### config.mk
export PLATFORM = sky130hd
export DESIGN_NAME = rsa_byte_encrypt_modexp
export DESIGN_NICKNAME = d
export VERILOG_FILES = /design/src/rtl/rbe_pkg.sv /design/src/rtl/rbe_front.sv /design/src/rtl/rbe_queue.sv /design/src/rtl/rbe_modmul.sv /design/src/rtl/rbe_back.sv /design/src/rtl/rsa_byte_encrypt_modexp.sv
export SDC_FILE = /design/constraint.sdc
export NUM_CORES = 1
export LEC_CHECK = 0
export ABC_AREA = 1
export BUFFER_PORTS_ARGS = -buffer_cell sky130_fd_sc_hd__buf_2
export CELL_PAD_IN_SITES_DETAIL_PLACEMENT = 1
export CELL_PAD_IN_SITES_GLOBAL_PLACEMENT = 1
export CORE_MARGIN = 1.5
export CORE_UTILIZATION = 43
export CTS_CLUSTER_DIAMETER = 200
export DETAILED_ROUTE_END_ITERATION = 10
export HOLD_SLACK_MARGIN = 0.1
export PLACE_DENSITY = 0.86
export SLEW_MARGIN = 20
export SYNTH_ARGS = -nofsm -noshare
export SYNTH_HDL_FRONTEND = slang
export SYNTH_SLANG_ARGS = --single-unit
### constraint.sdc
create_clock -name clock -period 3.9 [get_ports clock]
set_input_delay 0.585 -clock clock [delete_from_list [all_inputs] [get_ports clock]]
set_output_delay 0.585 -clock clock [all_outputs]
set_load 0.005 [all_outputs]
### src/rtl/rbe_pkg.sv
// Shared constants, types and state encodings for the byte RSA encryption block.
// Used by every module under rtl/; it depends on nothing else.
`default_nettype none

package rbe_pkg;

   // Arithmetic width of the modulus and of every residue.
   localparam int ModWidth     = 32;
   localparam int MulCntWidth  = $clog2(ModWidth);

   // Configuration port.
   localparam int CsrWidth      = 32;
   localparam int CsrIndexWidth = 1;
   localparam logic [CsrIndexWidth-1:0] CSR_MODULUS  = CsrIndexWidth'(0);
   localparam logic [CsrIndexWidth-1:0] CSR_EXPONENT = CsrIndexWidth'(1);

   // Message byte and exponent.
   localparam int ByteWidth    = 8;
   localparam int ByteCntWidth = $clog2(ByteWidth);
   localparam int ExpWidth     = 32;
   localparam int ExpCntWidth  = $clog2(ExpWidth);
   localparam int WordWidth    = 32;

   // Reset values of the configuration registers.
   localparam logic [63:0]         ModulusReset  = 64'd3233;
   localparam logic [ExpWidth-1:0] ExponentReset = ExpWidth'(17);

   // Queue between front and back.
   localparam int QueueDepth = 2;
   localparam int QPtrWidth  = $clog2(QueueDepth);
   localparam int QCntWidth  = $clog2(QueueDepth + 1);

   typedef logic [ModWidth-1:0] residue_type;

   // One classified item: reduced message and a flag for a zero modulus.
   typedef struct packed {
      residue_type msg;
      logic        zero_mod;
   } q_entry_type;

   // Status of the modular multiplier as seen by the sequencer.
   typedef struct packed {
      logic busy;
      logic done;
   } mul_status_type;

   typedef enum logic [1:0] {
      FR_IDLE,
      FR_REDUCE,
      FR_PUSH
   } front_state_type;

   typedef enum logic [2:0] {
      BK_IDLE,
      BK_SQUARE,
      BK_SQ_WAIT,
      BK_MULT,
      BK_MUL_WAIT,
      BK_OUTPUT
   } back_state_type;

endpackage

`default_nettype wire

### src/rtl/rbe_front.sv
// Front end: accepts a message byte, reduces it modulo N one bit per cycle
// and pushes the classified item into the queue. Depends on rbe_pkg.
`default_nettype none

module rbe_front (
   input  wire logic                    clock,
   input  wire logic                    reset,
   input  wire logic                    req_valid,
   output logic                         req_ready,
   input  wire logic [rbe_pkg::ByteWidth-1:0] req_message_byte,
   input  wire rbe_pkg::residue_type    modulus,
   input  wire logic                    q_full,
   output logic                         q_push,
   output rbe_pkg::q_entry_type         q_wdata
);

   rbe_pkg::front_state_type                state_ff, state_in;
   logic [rbe_pkg::ByteWidth-1:0]           byte_ff, byte_in;
   logic [rbe_pkg::ByteCntWidth-1:0]        cnt_ff, cnt_in;
   rbe_pkg::residue_type                    rem_ff, rem_in;
   logic [rbe_pkg::ModWidth:0]              trial;
   logic [rbe_pkg::ModWidth:0]              diff;
   logic                                    accept;
   logic                                    last_bit;

   assign accept   = req_valid && req_ready;
   assign last_bit = (cnt_ff == rbe_pkg::ByteCntWidth'(rbe_pkg::ByteWidth - 1));

   // Restoring reduction step: shift in the next message bit, subtract N if it fits.
   assign trial = {rem_ff, byte_ff[rbe_pkg::ByteWidth-1]};
   assign diff  = trial - {1'b0, modulus};

   // Next state.
   always_comb begin
      state_in = state_ff;
      unique case (state_ff)
         rbe_pkg::FR_IDLE: begin
            if (req_valid) state_in = rbe_pkg::FR_REDUCE;
         end
         rbe_pkg::FR_REDUCE: begin
            if (last_bit) state_in = rbe_pkg::FR_PUSH;
         end
         rbe_pkg::FR_PUSH: begin
            if (!q_full) state_in = rbe_pkg::FR_IDLE;
         end
         default: state_in = rbe_pkg::FR_IDLE;
      endcase
   end

   // Outputs of the state machine.
   always_comb begin
      req_ready = 1'b0;
      q_push    = 1'b0;
      unique case (state_ff)
         rbe_pkg::FR_IDLE:   req_ready = 1'b1;
         rbe_pkg::FR_REDUCE: ;
         rbe_pkg::FR_PUSH:   q_push    = !q_full;
         default: ;
      endcase
   end

   // Datapath next values.
   always_comb begin
      byte_in = byte_ff;
      cnt_in  = cnt_ff;
      rem_in  = rem_ff;
      if (accept) begin
         byte_in = req_message_byte;
         cnt_in  = '0;
         rem_in  = '0;
      end else if (state_ff == rbe_pkg::FR_REDUCE) begin
         byte_in = {byte_ff[rbe_pkg::ByteWidth-2:0], 1'b0};
         cnt_in  = cnt_ff + rbe_pkg::ByteCntWidth'(1);
         if (trial >= {1'b0, modulus}) begin
            rem_in = diff[rbe_pkg::ModWidth-1:0];
         end else begin
            rem_in = trial[rbe_pkg::ModWidth-1:0];
         end
      end
   end

   assign q_wdata.msg      = rem_ff;
   assign q_wdata.zero_mod = (modulus == '0);

   always_ff @(posedge clock) begin
      if (reset) begin
         state_ff <= rbe_pkg::FR_IDLE;
      end else begin
         state_ff <= state_in;
      end
      byte_ff <= byte_in;
      cnt_ff  <= cnt_in;
      rem_ff  <= rem_in;
   end

endmodule

`default_nettype wire

### src/rtl/rbe_queue.sv
// Two-entry queue of classified items between the front end and the sequencer.
// Depends on rbe_pkg.
`default_nettype none

module rbe_queue (
   input  wire logic                 clock,
   input  wire logic                 reset,
   input  wire logic                 push,
   input  wire rbe_pkg::q_entry_type wdata,
   output logic                      full,
   input  wire logic                 pop,
   output logic                      valid,
   output rbe_pkg::q_entry_type      rdata
);

   rbe_pkg::q_entry_type             mem_ff [rbe_pkg::QueueDepth];
   logic [rbe_pkg::QPtrWidth-1:0]    wr_ptr_ff, wr_ptr_in;
   logic [rbe_pkg::QPtrWidth-1:0]    rd_ptr_ff, rd_ptr_in;
   logic [rbe_pkg::QCntWidth-1:0]    count_ff, count_in;

   localparam logic [rbe_pkg::QPtrWidth-1:0] LastPtr =
      rbe_pkg::QPtrWidth'(rbe_pkg::QueueDepth - 1);

   assign full  = (count_ff == rbe_pkg::QCntWidth'(rbe_pkg::QueueDepth));
   assign valid = (count_ff != '0);
   assign rdata = mem_ff[rd_ptr_ff];

   // Pointer and fill count updates.
   always_comb begin
      wr_ptr_in = wr_ptr_ff;
      rd_ptr_in = rd_ptr_ff;
      count_in  = count_ff;
      if (push) begin
         wr_ptr_in = (wr_ptr_ff == LastPtr) ? '0 : wr_ptr_ff + rbe_pkg::QPtrWidth'(1);
      end
      if (pop) begin
         rd_ptr_in = (rd_ptr_ff == LastPtr) ? '0 : rd_ptr_ff + rbe_pkg::QPtrWidth'(1);
      end
      if (push && !pop) begin
         count_in = count_ff + rbe_pkg::QCntWidth'(1);
      end else if (pop && !push) begin
         count_in = count_ff - rbe_pkg::QCntWidth'(1);
      end
   end

   always_ff @(posedge clock) begin
      if (reset) begin
         wr_ptr_ff <= '0;
         rd_ptr_ff <= '0;
         count_ff  <= '0;
      end else begin
         wr_ptr_ff <= wr_ptr_in;
         rd_ptr_ff <= rd_ptr_in;
         count_ff  <= count_in;
      end
      if (push) begin
         mem_ff[wr_ptr_ff] <= wdata;
      end
   end

   // The front end never pushes into a full queue, the sequencer never pops an empty one.
   a_no_overflow: assert property (@(posedge clock) disable iff (reset) push |-> !full)
      else $error("queue push while full");
   a_no_underflow: assert property (@(posedge clock) disable iff (reset) pop |-> valid)
      else $error("queue pop while empty");

endmodule

`default_nettype wire

### src/rtl/rbe_modmul.sv
// Shift-add modular multiplier: one bit of the multiplier per cycle, most
// significant first, accumulator kept below N. Depends on rbe_pkg.
`default_nettype none

module rbe_modmul (
   input  wire logic                 clock,
   input  wire logic                 reset,
   input  wire logic                 start,
   input  wire rbe_pkg::residue_type a,
   input  wire rbe_pkg::residue_type b,
   input  wire rbe_pkg::residue_type modulus,
   output rbe_pkg::mul_status_type   status,
   output rbe_pkg::residue_type      product
);

   localparam int StepWidth = rbe_pkg::ModWidth + 2;

   logic                              busy_ff, busy_in;
   logic                              done_ff, done_in;
   logic [rbe_pkg::MulCntWidth-1:0]   cnt_ff, cnt_in;
   rbe_pkg::residue_type              acc_ff, acc_in;
   rbe_pkg::residue_type              a_ff, a_in;
   rbe_pkg::residue_type              b_ff, b_in;
   logic [StepWidth-1:0]              sum;
   logic [StepWidth-1:0]              sub_one;
   logic [StepWidth-1:0]              sub_two;
   logic [StepWidth-1:0]              n_one;
   logic [StepWidth-1:0]              n_two;
   rbe_pkg::residue_type              step_result;
   logic                              last_step;

   // One step: 2*acc plus a when the bit is set; the sum stays below 3N,
   // so subtracting N or 2N brings it back into range.
   assign n_one   = {2'b00, modulus};
   assign n_two   = {1'b0, modulus, 1'b0};
   assign sum     = {1'b0, acc_ff, 1'b0}
                    + (b_ff[rbe_pkg::ModWidth-1] ? {2'b00, a_ff} : StepWidth'(0));
   assign sub_one = sum - n_one;
   assign sub_two = sum - n_two;

   always_comb begin
      priority if (sum >= n_two) begin
         step_result = sub_two[rbe_pkg::ModWidth-1:0];
      end else if (sum >= n_one) begin
         step_result = sub_one[rbe_pkg::ModWidth-1:0];
      end else begin
         step_result = sum[rbe_pkg::ModWidth-1:0];
      end
   end

   assign last_step = (cnt_ff == rbe_pkg::MulCntWidth'(rbe_pkg::ModWidth - 1));

   // Control and operand registers.
   always_comb begin
      busy_in = busy_ff;
      done_in = 1'b0;
      cnt_in  = cnt_ff;
      acc_in  = acc_ff;
      a_in    = a_ff;
      b_in    = b_ff;
      if (start) begin
         busy_in = 1'b1;
         cnt_in  = '0;
         acc_in  = '0;
         a_in    = a;
         b_in    = b;
      end else if (busy_ff) begin
         acc_in = step_result;
         b_in   = {b_ff[rbe_pkg::ModWidth-2:0], 1'b0};
         cnt_in = cnt_ff + rbe_pkg::MulCntWidth'(1);
         if (last_step) begin
            busy_in = 1'b0;
            done_in = 1'b1;
         end
      end
   end

   assign status.busy = busy_ff;
   assign status.done = done_ff;
   assign product     = acc_ff;

   always_ff @(posedge clock) begin
      if (reset) begin
         busy_ff <= 1'b0;
         done_ff <= 1'b0;
      end else begin
         busy_ff <= busy_in;
         done_ff <= done_in;
      end
      cnt_ff <= cnt_in;
      acc_ff <= acc_in;
      a_ff   <= a_in;
      b_ff   <= b_in;
   end

endmodule

`default_nettype wire

### src/rtl/rbe_back.sv
// Back end: left-to-right square-and-multiply sequencer around the modular
// multiplier, with the result output register. Depends on rbe_pkg, rbe_modmul.
`default_nettype none

module rbe_back (
   input  wire logic                          clock,
   input  wire logic                          reset,
   input  wire logic                          q_valid,
   input  wire rbe_pkg::q_entry_type          q_rdata,
   output logic                               q_pop,
   input  wire rbe_pkg::residue_type          modulus,
   input  wire logic [rbe_pkg::ExpWidth-1:0]  exponent,
   output logic                               rsp_valid,
   input  wire logic                          rsp_ready,
   output logic [rbe_pkg::WordWidth-1:0]      rsp_cipher_word
);

   rbe_pkg::back_state_type               state_ff, state_in;
   rbe_pkg::residue_type                  msg_ff, msg_in;
   rbe_pkg::residue_type                  r_ff, r_in;
   logic [rbe_pkg::ExpWidth-1:0]          e_ff, e_in;
   logic [rbe_pkg::ExpCntWidth-1:0]       bit_cnt_ff, bit_cnt_in;
   logic                                  zero_ff, zero_in;
   logic                                  rsp_valid_ff, rsp_valid_in;
   logic [rbe_pkg::WordWidth-1:0]         rsp_word_ff, rsp_word_in;

   rbe_pkg::mul_status_type               mul_stat;
   rbe_pkg::residue_type                  mul_product;
   rbe_pkg::residue_type                  mul_a;
   logic                                  mul_start;
   logic                                  load_item;
   logic                                  load_product;
   logic                                  advance_bit;
   logic                                  load_result;
   logic                                  out_free;
   logic                                  last_bit;
   logic                                  e_bit;
   logic [63:0]                           r_wide;

   assign out_free = !rsp_valid_ff || rsp_ready;
   assign last_bit = (bit_cnt_ff == rbe_pkg::ExpCntWidth'(rbe_pkg::ExpWidth - 1));
   assign e_bit    = e_ff[rbe_pkg::ExpWidth-1];
   assign mul_a    = (state_ff == rbe_pkg::BK_MULT) ? msg_ff : r_ff;

   rbe_modmul u_modmul (
      .clock   (clock),
      .reset   (reset),
      .start   (mul_start),
      .a       (mul_a),
      .b       (r_ff),
      .modulus (modulus),
      .status  (mul_stat),
      .product (mul_product)
   );

   // Next state.
   always_comb begin
      state_in = state_ff;
      unique case (state_ff)
         rbe_pkg::BK_IDLE: begin
            if (q_valid) begin
               state_in = q_rdata.zero_mod ? rbe_pkg::BK_OUTPUT : rbe_pkg::BK_SQUARE;
            end
         end
         rbe_pkg::BK_SQUARE: state_in = rbe_pkg::BK_SQ_WAIT;
         rbe_pkg::BK_SQ_WAIT: begin
            if (mul_stat.done) begin
               priority if (e_bit) state_in = rbe_pkg::BK_MULT;
               else if (last_bit)  state_in = rbe_pkg::BK_OUTPUT;
               else                state_in = rbe_pkg::BK_SQUARE;
            end
         end
         rbe_pkg::BK_MULT: state_in = rbe_pkg::BK_MUL_WAIT;
         rbe_pkg::BK_MUL_WAIT: begin
            if (mul_stat.done) begin
               state_in = last_bit ? rbe_pkg::BK_OUTPUT : rbe_pkg::BK_SQUARE;
            end
         end
         rbe_pkg::BK_OUTPUT: begin
            if (out_free) state_in = rbe_pkg::BK_IDLE;
         end
         default: state_in = rbe_pkg::BK_IDLE;
      endcase
   end

   // Outputs of the state machine.
   always_comb begin
      q_pop        = 1'b0;
      load_item    = 1'b0;
      mul_start    = 1'b0;
      load_product = 1'b0;
      advance_bit  = 1'b0;
      load_result  = 1'b0;
      unique case (state_ff)
         rbe_pkg::BK_IDLE: begin
            q_pop     = q_valid;
            load_item = q_valid;
         end
         rbe_pkg::BK_SQUARE: mul_start = 1'b1;
         rbe_pkg::BK_SQ_WAIT: begin
            load_product = mul_stat.done;
            advance_bit  = mul_stat.done && !e_bit;
         end
         rbe_pkg::BK_MULT: mul_start = 1'b1;
         rbe_pkg::BK_MUL_WAIT: begin
            load_product = mul_stat.done;
            advance_bit  = mul_stat.done;
         end
         rbe_pkg::BK_OUTPUT: load_result = out_free;
         default: ;
      endcase
   end

   assign r_wide = 64'(r_ff);

   // Datapath next values.
   always_comb begin
      msg_in       = msg_ff;
      r_in         = r_ff;
      e_in         = e_ff;
      bit_cnt_in   = bit_cnt_ff;
      zero_in      = zero_ff;
      rsp_word_in  = rsp_word_ff;
      rsp_valid_in = rsp_valid_ff && !rsp_ready;
      if (load_item) begin
         msg_in     = q_rdata.msg;
         // The running power starts at 1 mod N, which is 0 for a unit modulus.
         r_in       = rbe_pkg::residue_type'(modulus != rbe_pkg::residue_type'(1));
         e_in       = exponent;
         bit_cnt_in = '0;
         zero_in    = q_rdata.zero_mod;
      end
      if (load_product) begin
         r_in = mul_product;
      end
      if (advance_bit) begin
         e_in       = {e_ff[rbe_pkg::ExpWidth-2:0], 1'b0};
         bit_cnt_in = bit_cnt_ff + rbe_pkg::ExpCntWidth'(1);
      end
      if (load_result) begin
         rsp_valid_in = 1'b1;
         rsp_word_in  = zero_ff ? '0 : r_wide[rbe_pkg::WordWidth-1:0];
      end
   end

   assign rsp_valid       = rsp_valid_ff;
   assign rsp_cipher_word = rsp_word_ff;

   always_ff @(posedge clock) begin
      if (reset) begin
         state_ff     <= rbe_pkg::BK_IDLE;
         rsp_valid_ff <= 1'b0;
      end else begin
         state_ff     <= state_in;
         rsp_valid_ff <= rsp_valid_in;
      end
      msg_ff      <= msg_in;
      r_ff        <= r_in;
      e_ff        <= e_in;
      bit_cnt_ff  <= bit_cnt_in;
      zero_ff     <= zero_in;
      rsp_word_ff <= rsp_word_in;
   end

   // The multiplier is only started when it is free.
   a_start_idle: assert property (@(posedge clock) disable iff (reset)
      mul_start |-> !mul_stat.busy)
      else $error("multiplier started while busy");

   // While waiting on a product the multiplier is either running or just finished.
   a_wait_live: assert property (@(posedge clock) disable iff (reset)
      (state_ff == rbe_pkg::BK_SQ_WAIT || state_ff == rbe_pkg::BK_MUL_WAIT)
      |-> (mul_stat.busy || mul_stat.done))
      else $error("sequencer waiting on an idle multiplier");

   // A new result only appears out of the output state.
   a_result_source: assert property (@(posedge clock) disable iff (reset)
      $rose(rsp_valid_ff) |-> $past(state_ff == rbe_pkg::BK_OUTPUT))
      else $error("result raised outside the output state");

endmodule

`default_nettype wire

### src/rtl/rsa_byte_encrypt_modexp.sv
// Top level of the byte RSA encryption block: configuration registers, front end,
// item queue and exponentiation back end. Depends on rbe_pkg and the rtl/ rbe_ modules.
//
// Usage:
//   Each beat on the req_ channel carries one plaintext byte. The block returns
//   one beat on the rsp_ channel with cipher_word = byte^E mod N, in order.
//   N and E are written through the csr_ port (index 0: modulus, index 1:
//   public exponent); writes take effect at once. The user must write them
//   only while no item is in flight; the block itself does not enforce this.
//   The front end reduces a byte modulo N and holds it in a two-entry queue,
//   so it takes the next byte while the back end works.
//   The back end runs one square per exponent bit and one extra multiply per
//   set bit on the shift-add multiplier, which sets the throughput.
//   A zero modulus gives 0 without running the multiplier.
//   Reset clears all control state and loads N = 3233, E = 17.
//   When the receiver stalls, the result waits in the output register; the
//   back end finishes its next item and holds it, and the queue and front end
//   fill, after which req_ready stays low.
`default_nettype none

module rsa_byte_encrypt_modexp (
   input  wire logic                                clock,
   input  wire logic                                reset,
   input  wire logic                                req_valid,
   output logic                                     req_ready,
   input  wire logic [rbe_pkg::ByteWidth-1:0]       req_message_byte,
   output logic                                     rsp_valid,
   input  wire logic                                rsp_ready,
   output logic [rbe_pkg::WordWidth-1:0]            rsp_cipher_word,
   input  wire logic                                csr_write_en,
   input  wire logic [rbe_pkg::CsrIndexWidth-1:0]   csr_index,
   input  wire logic [rbe_pkg::CsrWidth-1:0]        csr_wdata
);

   rbe_pkg::residue_type                 modulus_ff, modulus_in;
   logic [rbe_pkg::ExpWidth-1:0]         exponent_ff, exponent_in;
   logic [63:0]                          csr_wide;

   logic                                 q_full;
   logic                                 q_push;
   logic                                 q_pop;
   logic                                 q_valid;
   rbe_pkg::q_entry_type                 q_wdata;
   rbe_pkg::q_entry_type                 q_rdata;

   // Configuration registers; the modulus keeps its low ModWidth bits.
   assign csr_wide = 64'(csr_wdata);

   always_comb begin
      modulus_in  = modulus_ff;
      exponent_in = exponent_ff;
      if (csr_write_en) begin
         unique case (csr_index)
            rbe_pkg::CSR_MODULUS:  modulus_in  = csr_wide[rbe_pkg::ModWidth-1:0];
            rbe_pkg::CSR_EXPONENT: exponent_in = csr_wide[rbe_pkg::ExpWidth-1:0];
            default: ;
         endcase
      end
   end

   always_ff @(posedge clock) begin
      if (reset) begin
         modulus_ff  <= rbe_pkg::ModulusReset[rbe_pkg::ModWidth-1:0];
         exponent_ff <= rbe_pkg::ExponentReset;
      end else begin
         modulus_ff  <= modulus_in;
         exponent_ff <= exponent_in;
      end
   end

   rbe_front u_front (
      .clock            (clock),
      .reset            (reset),
      .req_valid        (req_valid),
      .req_ready        (req_ready),
      .req_message_byte (req_message_byte),
      .modulus          (modulus_ff),
      .q_full           (q_full),
      .q_push           (q_push),
      .q_wdata          (q_wdata)
   );

   rbe_queue u_queue (
      .clock (clock),
      .reset (reset),
      .push  (q_push),
      .wdata (q_wdata),
      .full  (q_full),
      .pop   (q_pop),
      .valid (q_valid),
      .rdata (q_rdata)
   );

   rbe_back u_back (
      .clock           (clock),
      .reset           (reset),
      .q_valid         (q_valid),
      .q_rdata         (q_rdata),
      .q_pop           (q_pop),
      .modulus         (modulus_ff),
      .exponent        (exponent_ff),
      .rsp_valid       (rsp_valid),
      .rsp_ready       (rsp_ready),
      .rsp_cipher_word (rsp_cipher_word)
   );

endmodule

`default_nettype wire

After elaboration in Yosys (flattened, before gate mapping)
Memory sizes are Yosys's and may differ from the RTL's. A register that Yosys moved wholly into a read port is not among the register bits. Cells that the tools add are included.

Add/sub/neg operators: 11. Shift operators: 0. Equal/unequal tests: 19. Div/mod/pow operators: 0. Multiply operators: 0. Multiplexer cells: 47. Bitwise logic cells: 2. Reduce and logical (&&, ||, !) cells: 28. Magnitude comparators: 3.

Operators with widths (count): 32-bit two-way mux (11); 32-bit subtractor (3); 33-bit by 32-bit adder with 34-bit output (1); 34-bit by 32-bit >= comparator with 1-bit output (1); 34-bit by 33-bit >= comparator with 1-bit output (1); 33-bit by 32-bit >= comparator with 1-bit output (1); 32-bit logical NOT (1); 32-bit by 1-bit != test with 1-bit output, second input constant (1); 3-bit two-way mux (7); 3-bit case mux with 6 select lines (1); 1-bit two-way mux (17); 8-bit two-way mux (2); 2-bit nonzero test (6); 5-bit by 1-bit adder with 5-bit output, second input constant (2); 5-bit == test, second input constant (2); 2-bit two-way mux (5); 5-bit two-way mux (2); 3-bit == test, second input constant (3); 2-bit != test, second input constant (4); 3-bit by 2-bit == test with 1-bit output, second input constant (2); 1-bit logical NOT (6); 2-bit by 1-bit != test with 1-bit output, second input constant (3); 2-bit case mux with 3 select lines (1); 1-bit logical AND (5); other kinds (17) (22).

Memories kept: 1. ROM bits: 0. Input bits: 46. Output and inout port bits: 34. Bits in latches: 0. Register bits after elaboration: 354. Memory bits (writable): 66.

Memory list: u_queue.mem_ff (depth 2, width 33, rd ports 1, clocked after memory_dff 1, write ports 1, RTL line rbe_queue.sv:16) `rbe_pkg::q_entry_type mem_ff [rbe_pkg::QueueDepth];`.

Logic depth before layout (Yosys ltp)
Gate-level depths: netlist of the first run.

Word-level depth: 7. Gate-level depth with buffers: 33. Mapped depth without buffers: 32.

Modules after synthesis
From an unflattened synthesis of the first run, not the netlist that was laid out.

Cells, all modules: 3664. Area, all modules: 27062.2 um^2.

By module, submodules not included: rbe_modmul (instances 1, area each 11095.6 um^2, cells an instance 1795, seq. area each 2702.6 um^2); rbe_back (instances 1, area each 5803.1 um^2, cells an instance 535, seq. area each 4093.9 um^2); rbe_front (instances 1, area each 4919.7 um^2, cells an instance 860, seq. area each 980.9 um^2); rbe_queue (instances 1, area each 2763.9 um^2, cells an instance 136, seq. area each 2082.0 um^2); rsa_byte_encrypt_modexp (instances 1, area each 2479.9 um^2, cells an instance 338, seq. area each 1281.2 um^2).

Least setup slack after synthesis of the first run
OpenSTA, ideal clock, no wires.

Path type: reg2reg. Start point: register u_back.u_modmul.b_ff[31]. End point: register u_back.u_modmul.acc_ff[16] (netlist: u_back.u_modmul.product[16]). Required time: 3.834 ns. Arrival: 3.878 ns. Setup time: 0.066 ns. Slack: -0.044 ns. Clock period less this slack: 3.944 ns. Cell stages (with the launch flop): 33. Cell sequence: edfxtp_1 -> clkbuf_1 -> nand2_1 -> inv_1 -> ha_1 -> inv_1 -> fa_1 -> nand3b_1 -> nand2_1 -> nand2_1 -> nand2_2 -> nand2_1 -> nand2_2 -> nand2_1 -> nand2_1 -> xor2_1 -> inv_1 -> ha_1 -> nand2_1 -> inv_1 -> nand2_1 -> and2_1 -> a21oi_1 -> nor2_1 -> nand2_2 -> nand2_2 -> nand2_4 -> nor2_8 -> buf_12 -> nand2_2 -> o21ai_2 -> nand2_1 -> a21oi_2.

Word-level cells in the longest chain between the ends: 5.

RTL lines: start, declared (RTL line rbe_modmul.sv:23) `rbe_pkg::residue_type b_ff, b_in;`; start signal, assigned (RTL line rbe_modmul.sv:93) `b_ff <= b_in;`; 32-bit two-way mux * (RTL line rbe_modmul.sv:37) `+ (b_ff[rbe_pkg::ModWidth-1] ? {2'b00, a_ff} : StepWidth'(0));`; 33-bit by 32-bit adder with 34-bit output * (RTL line rbe_modmul.sv:37); 32-bit subtractor / 34-bit by 32-bit >= comparator with 1-bit output (equally long branches) (RTL line rbe_modmul.sv:38, rbe_modmul.sv:44); 32-bit two-way mux (RTL line rbe_modmul.sv:44) `end else if (sum >= n_one) begin`; 32-bit two-way mux * (RTL line rbe_modmul.sv:42) `priority if (sum >= n_two) begin`; end signal, assigned (RTL line rbe_modmul.sv:91) `acc_ff <= acc_in;`; end, declared (RTL line rbe_modmul.sv:21) `rbe_pkg::residue_type acc_ff, acc_in;`.

Mark *: on every way between the ends. The rest lies on a longest branch, timed or not. A chain may end at the register's enable or synchronous reset.

Final worst setup path of the first run
Start point: register u_back.u_modmul.b_ff[31]. End point: register u_back.u_modmul.acc_ff[19] (netlist: u_back.u_modmul.product[19]).

The elaborated chain is that of the path after synthesis.

==> out/metrics.yaml, run 1 <==
fin_worst_skew_ns: 0.05518
syn_nets: 3369
drt_first_pass_iters: 6
hpwl_um: 73880
numCtsBuffers: 47
hold_ws_ns: 0.2085
htree_num_levels: 2
initial_core_util: 0.4362
status: "finished, violations left"
worst_ep_arrival_time_ns: 6.16
finalSetupViolations: 32
fin_crit_ns: 5.598
ys_ff_latch: 421
drc: 0
worstSetupPathType: "flop to flop"
wl_per_cell_um: 31.40
die_h_um: 245.2
start_kind: "flop"
ctsRootBufferMaster: "clkbuf_16"
drv_cap: 0
hp-start: "req_message_byte[2]"
dp_cells: 4363
grt_pass1_vias: 29380
antenna_found_initial: 14
drv_slew: 0
grt_pass1_wl_um: 182100
cpLargestDelayFamily: "simple AND/OR/NAND/NOR gates"
yosysWarnings: 0
clk_latency_ns: 0.67
regToRegEndpoint: "u_back.u_modmul.product[19]"
fin_ws_ns: -1.698
drt-initial-drc-count: 3756
cp.required_ns: 4.46
dieWidth_um: 245.2
grt_max_degree: 58
worst_pin_slew_ns: 1.050
dieArea_sq_um: 60100
final_nets: 3903
async_flop_share: 0
gr-total-overflow: 0
max_stage_delay_ns: 0.70
r2r_slack_ns: -1.70
hp-class: "input port to flop"
wl_um: 142300
synth_edf_count: 271
drive_gt1_frac: 0.3315
cts_sinks: 421
synth_area_sq_um: 25220
cp.depth: 30
rows: 88
cp-end-kind: "flop"
rsz0062_at_grt: "yes"
ys_types: 57
area_delta_synth_final_pct: 36.87
ys_seq_area_frac: 0.4418
place_congestion: 1.040
max_freq_ghz: 0.1786
worst-path-buf-inv: 10
yosys_most_used_dff: "edfxtp_1"
cts.reportedPaths.clkPinSlew_ns: 0.07
grt_usage: 0.4066
vias_per_cell: 6.386
hold_depth: 3
r2r.worst_path.cells: 30
vias: 28930
syn_area_per_cell_sq_um: 7.917
crit_top_cell: "nand2_2"
critPathMaxFanout: 9
portBuffers: 79
violations: "setup timing"
min_to: "u_front.byte_ff[2]"
crit_slowest_cell: "xor2_2"
final_common_cell: "nand2_1"
ant_nets: 0
reg2reg_from: "u_back.u_modmul.b_ff[31]"
fin_cells: 4530
clockBufferDepth: 3
slew-limit-headroom: 0.3001
io_pins: 80
fin_crit_sh: 1.435
netlist_instances: 3185
final_cell_mix: "688 x nand2_1, 451 x buf_4, 322 x inv_1, 293 x nor2_1, 271 x edfxtp_1"
tns_ns: -51.28
final_hold_viol_count: 0
tritoncts: "done"
cts-hold-fix-buffers: 0
coreArea_sq_um: 57810
post-place-ws_ns: -0.8702
how the worst max path moves through the flow:
stage / slack (ns) / to / startpoint
5_1_grt: -1.50 / u_back.u_modmul.product[23] / u_back.u_modmul.b_ff[31]
3_3_place_gp: -0.72 / u_back.u_modmul.product[6] / u_back.u_modmul.b_ff[31]
4_1_cts: -0.32 / u_back.u_modmul.product[15] / u_back.u_modmul.b_ff[31]
2_1_floorplan: 0.05 / u_back.u_modmul.product[16] / u_back.u_modmul.b_ff[31]
3_5_place_dp: -0.87 / u_back.u_modmul.product[6] / u_back.u_modmul.b_ff[31]
6_report: -1.70 / u_back.u_modmul.product[19] / u_back.u_modmul.b_ff[31]
what timing repair did:
item / 4_1_cts / 5_1_grt
pin swaps: 92 / 95
gates resized for setup: 464 / 199
setup buffers: 53 / 15
endpoints found under the setup margin: 32 / 32
gates cloned: 7 / 0
registers in the layout, indices dropped and copies added, names as in the netlist, 8 cells and up, named ones only:
name / count
u_queue.mem_ff: 66
exponent_ff: 32
modulus_ff: 32
u_back.e_ff: 32
u_back.msg_ff: 32
u_back.r_ff: 32
u_back.rsp_cipher_word: 32
u_back.u_modmul.a_ff: 32
u_back.u_modmul.b_ff: 32
u_back.u_modmul.product: 32
u_front.rem_ff: 32
u_front.byte_ff: 8
cells in the mapped netlist, types with 4 or more instances:
cell	instances	share of area
o21bai_1	17	0.0051
o21ai_0	185	0.037
buf_4	7	0.0021
inv_1	378	0.056
clkbuf_1	63	0.0094
nand2_4	4	0.0018
nand2_1	840	0.13
nand2_2	36	0.0089
nor4_1	20	0.0050
ha_1	134	0.066
xnor2_1	39	0.014
xor2_1	55	0.019
o211ai_1	6	0.0018
nand3_1	133	0.026
buf_2	8	0.0016
nand4_1	20	0.0050
nand3b_1	38	0.011
fa_1	4	0.0032
o21a_1	6	0.0018
clkinv_1	5	0.00074
nor2_1	340	0.051
o21ai_2	14	0.0049
dfxtp_1	150	0.12
inv_2	11	0.0016
nor3_1	24	0.0048
edfxtp_1	271	0.32
a21o_1	5	0.0015
a31oi_1	6	0.0015
a21oi_1	254	0.050
o21ai_1	6	0.0012
nor2_2	9	0.0022
a21oi_2	22	0.0076
mux2_2	33	0.015
buf_6	8	0.0036
layer usage:
metal,global-route usage,up-vias,part of all wire
met2,0.6567,2370,0.43
met3,0.1117,1168,0.13
met5,0.003268,-,0.0024
met4,0.3597,20,0.11
met1,0.4374,13830,0.33
li1,-,11540,-
metrics by stage:
step / utilization / cell area, sq um
global route: 0.5967 / 34490
floorplan: - / 25220
global placement: 0.5087 / 29410
finish: 0.5970 / 34510
detailed placement: 0.5087 / 29410
CTS: 0.5824 / 33670
tightest hold or removal path: cells and delay by family:
kind	cells	cell delay [ns]
AND/OR/NAND/NOR	2	0.08
buffers and inverters	1	0.07
kinds of logic after synthesis:
| kind of cell | Yosys count | share of synthesized area |
|---|---|---|
| compound gates | 533 | 0.1168 |
| xor+xnor | 94 | 0.03265 |
| fa+ha+maj | 138 | 0.06967 |
| buf+inv | 484 | 0.07661 |
| flops | 421 | 0.4418 |
| mux | 33 | 0.01474 |
| simple gates | 1482 | 0.2477 |
layout make-up:
class,instances,area (sq um)
repair buffers,573,4409
inverters,395,1543
clock inverters,30,341.6
diodes,9,22.52
fillers,6718,23290
flip-flops and latches,421,11140
well taps,765,957.2
repair inverters,1,8.758
multi-input cells,2280,14850
clock buffers,56,1241
Power of run 1 is not shown: default switching activity piles up to over one toggle a cycle in this logic, so the estimate is an artifact.
==> inputs of run 2 (changes only) <==
- CORE_UTILIZATION: 43 -> 51
- PLACE_DENSITY: 0.86 -> 0.95
- clock period: 3.9 -> 7.2 ns (I/O delays scaled with it)
==> run 2 against run 1 <==
The run now ends clean. Clock-buffer cell count increased by 6. Worst setup slack improved by 3.1 ns. Design area decreased by 19%. Wire length shrank 29%. Global-route usage down 1.3 points. Sequential share of layout area rose by 7.8 points. First-iteration DRC count fell by 36%. Clock skew is 0.022 ns lower. Register-to-register slack better by 3.1 ns. Cell count decreased by 13%. Maximum frequency down 4.1%.
==> out/metrics.yaml, run 2 (same netlist as run 1, synthesis figures left out) <==
htree_num_levels: 2  # unchanged
worst_pin_slew_ns: 0.9927  # -0.05709 ns
clockBufferDepth: 3  # unchanged
grt_max_degree: 66  # +14%
wl_um: 100400  # -29%
max_stage_delay_ns: 0.65  # -0.05 ns
critPathMaxFanout: 33  # +24
cp-end-kind: "flop"
rows: 81  # -8.0%
drv_slew: 0  # unchanged
post-place-ws_ns: 1.322  # +2.192 ns
dieWidth_um: 225.4  # -8.1%
gr-total-overflow: 0  # unchanged
cts-hold-fix-buffers: 0  # unchanged
place_congestion: 1.047  # +0.65%
drc: 0  # unchanged
wl_per_cell_um: 25.44  # -19%
drv_cap: 0  # unchanged
clk_latency_ns: 0.63  # -0.04 ns
drt-initial-drc-count: 2394  # -36%
max_freq_ghz: 0.1713  # -4.1%
vias: 23830  # -18%
dieArea_sq_um: 50780  # -16%
top_register: "u_queue.mem_ff"
vias_per_cell: 6.040  # -5.4%
die_h_um: 225.4  # -8.1%
cts_resized: 0  # -100%
initial_core_util: 0.5162  # +0.07998
worst-path-buf-inv: 7  # -3
drt_first_pass_iters: 5  # -1
grt_pass1_vias: 24930  # -15%
fin_crit_ns: 5.839  # +0.2410 ns
cpLargestDelayFamily: "simple AND/OR/NAND/NOR gates"
cts_sinks: 421  # unchanged
fin_crit_sh: 0.8109  # -0.6244
final_hold_viol_count: 0  # unchanged
fin_worst_skew_ns: 0.03356  # -0.02162 ns
worst_ep_arrival_time_ns: 6.35  # +0.19 ns
portBuffers: 79  # unchanged
antenna_found_initial: 2  # -12
ant_nets: 0  # unchanged
numCtsBuffers: 46  # -2.1%
coreArea_sq_um: 48850  # -15%
crit_top_cell: "nand2_1"
ctsRootBufferMaster: "clkbuf_16"
largest_reg_flops: 66  # unchanged
slew-limit-headroom: 0.3341  # +0.03397
final_nets: 3427  # -12%
post_cts_buffers: 0  # -100%
grt_usage: 0.3939  # -0.01273
tns_ns: 0  # +51.28 ns
status: "completed"
final_common_cell: "nand2_1"
area_delta_synth_final_pct: 10.31
finalSetupViolations: 0  # -100%
hp-class: "flop to flop"
final_cell_mix: "838 x nand2_1, 376 x inv_1, 336 x nor2_1, 271 x edfxtp_1, 253 x a21oi_1"
cp.required_ns: 7.71  # +3.25 ns
grt_pass1_wl_um: 149600  # -18%
rsz0062_at_grt: "no"
fin_ws_ns: 1.361  # +3.059 ns
worstSetupPathType: "flop to flop"
drive_gt1_frac: 0.1018  # -0.2297
post-route-util: 0.5694  # -0.02765
n_fill_cell: 6014  # -10%
crit_slowest_cell: "edfxtp_1"
hpwl_um: 71830  # -2.8%
cts.reportedPaths.clkPinSlew_ns: 0.06  # about the same
tritoncts: "done"
io_pins: 80  # unchanged
start_kind: "flop"
==> run 2: changes by cell type in the layout (fill, tap and decap cells not counted), sizes merged <==
cell,change
clkbuf,+6
clkinvlp,+2
clkinv,-5
inv,-1
diode,-8
bufinv,-3
buf,-474
==> run 2: area by class of cell <==
cell class | count | area, sq um | share of cell area
Sequential cell | 421 | 11140 | 0.4006
Clock inverter | 24 | 264.0 | 0.009492
Multi-Input combinational cell | 2280 | 12180 | 0.4380
Timing Repair Buffer | 99 | 553.0 | 0.01988
Inverter | 395 | 1485 | 0.05340
Clock buffer | 62 | 1355 | 0.04872
Tap cell | 664 | 830.8 | 0.02987
Antenna cell | 1 | 2.502 | 0.00008997
==> run 2: tightest hold or removal path, stage by stage, from the launching register on <==
cell and delay [ns]:
dfxtp_1 0.32, nor2_1 0.05, nor2_1 0.08
==> run 2: routing by layer <==
metal / part of all wire / vias up / routed length (um) / global-route usage
met5: 0 / - / 0 / 0
met1: 0.38 / 11650 / 37870 / 0.4554
met4: 0.083 / 0 / 8316 / 0.2866
met2: 0.47 / 1201 / 47080 / 0.6555
met3: 0.071 / 389 / 7133 / 0.07327
li1: - / 10600 / - / -
==> run 2: worst paths after layout <==
check	start	end	slack (ns)	cells after the start
worst min register to register	exponent_ff[8]	exponent_ff[8]	0.49	2
worst max register to register	u_back.u_modmul.b_ff[31]	u_back.u_modmul.product[29]	1.36	31
worst min-delay path	exponent_ff[8]	exponent_ff[8]	0.49	2
worst max-delay path	u_back.u_modmul.b_ff[31]	u_back.u_modmul.product[29]	1.36	31
==> run 2: stage by stage <==
stage	std cells	cell area [sq um]	hold WS (ns)
6_report	3946	27810	0.4872
5_1_grt	3945	27810	0.5244
4_1_cts	3944	27790	0.4925
3_5_place_dp	3858	26170	0.4546
3_3_place_gp	3858	26170	0.4368
2_1_floorplan	3185	25220	0.4257
Power of run 2 is left out for the same reason.
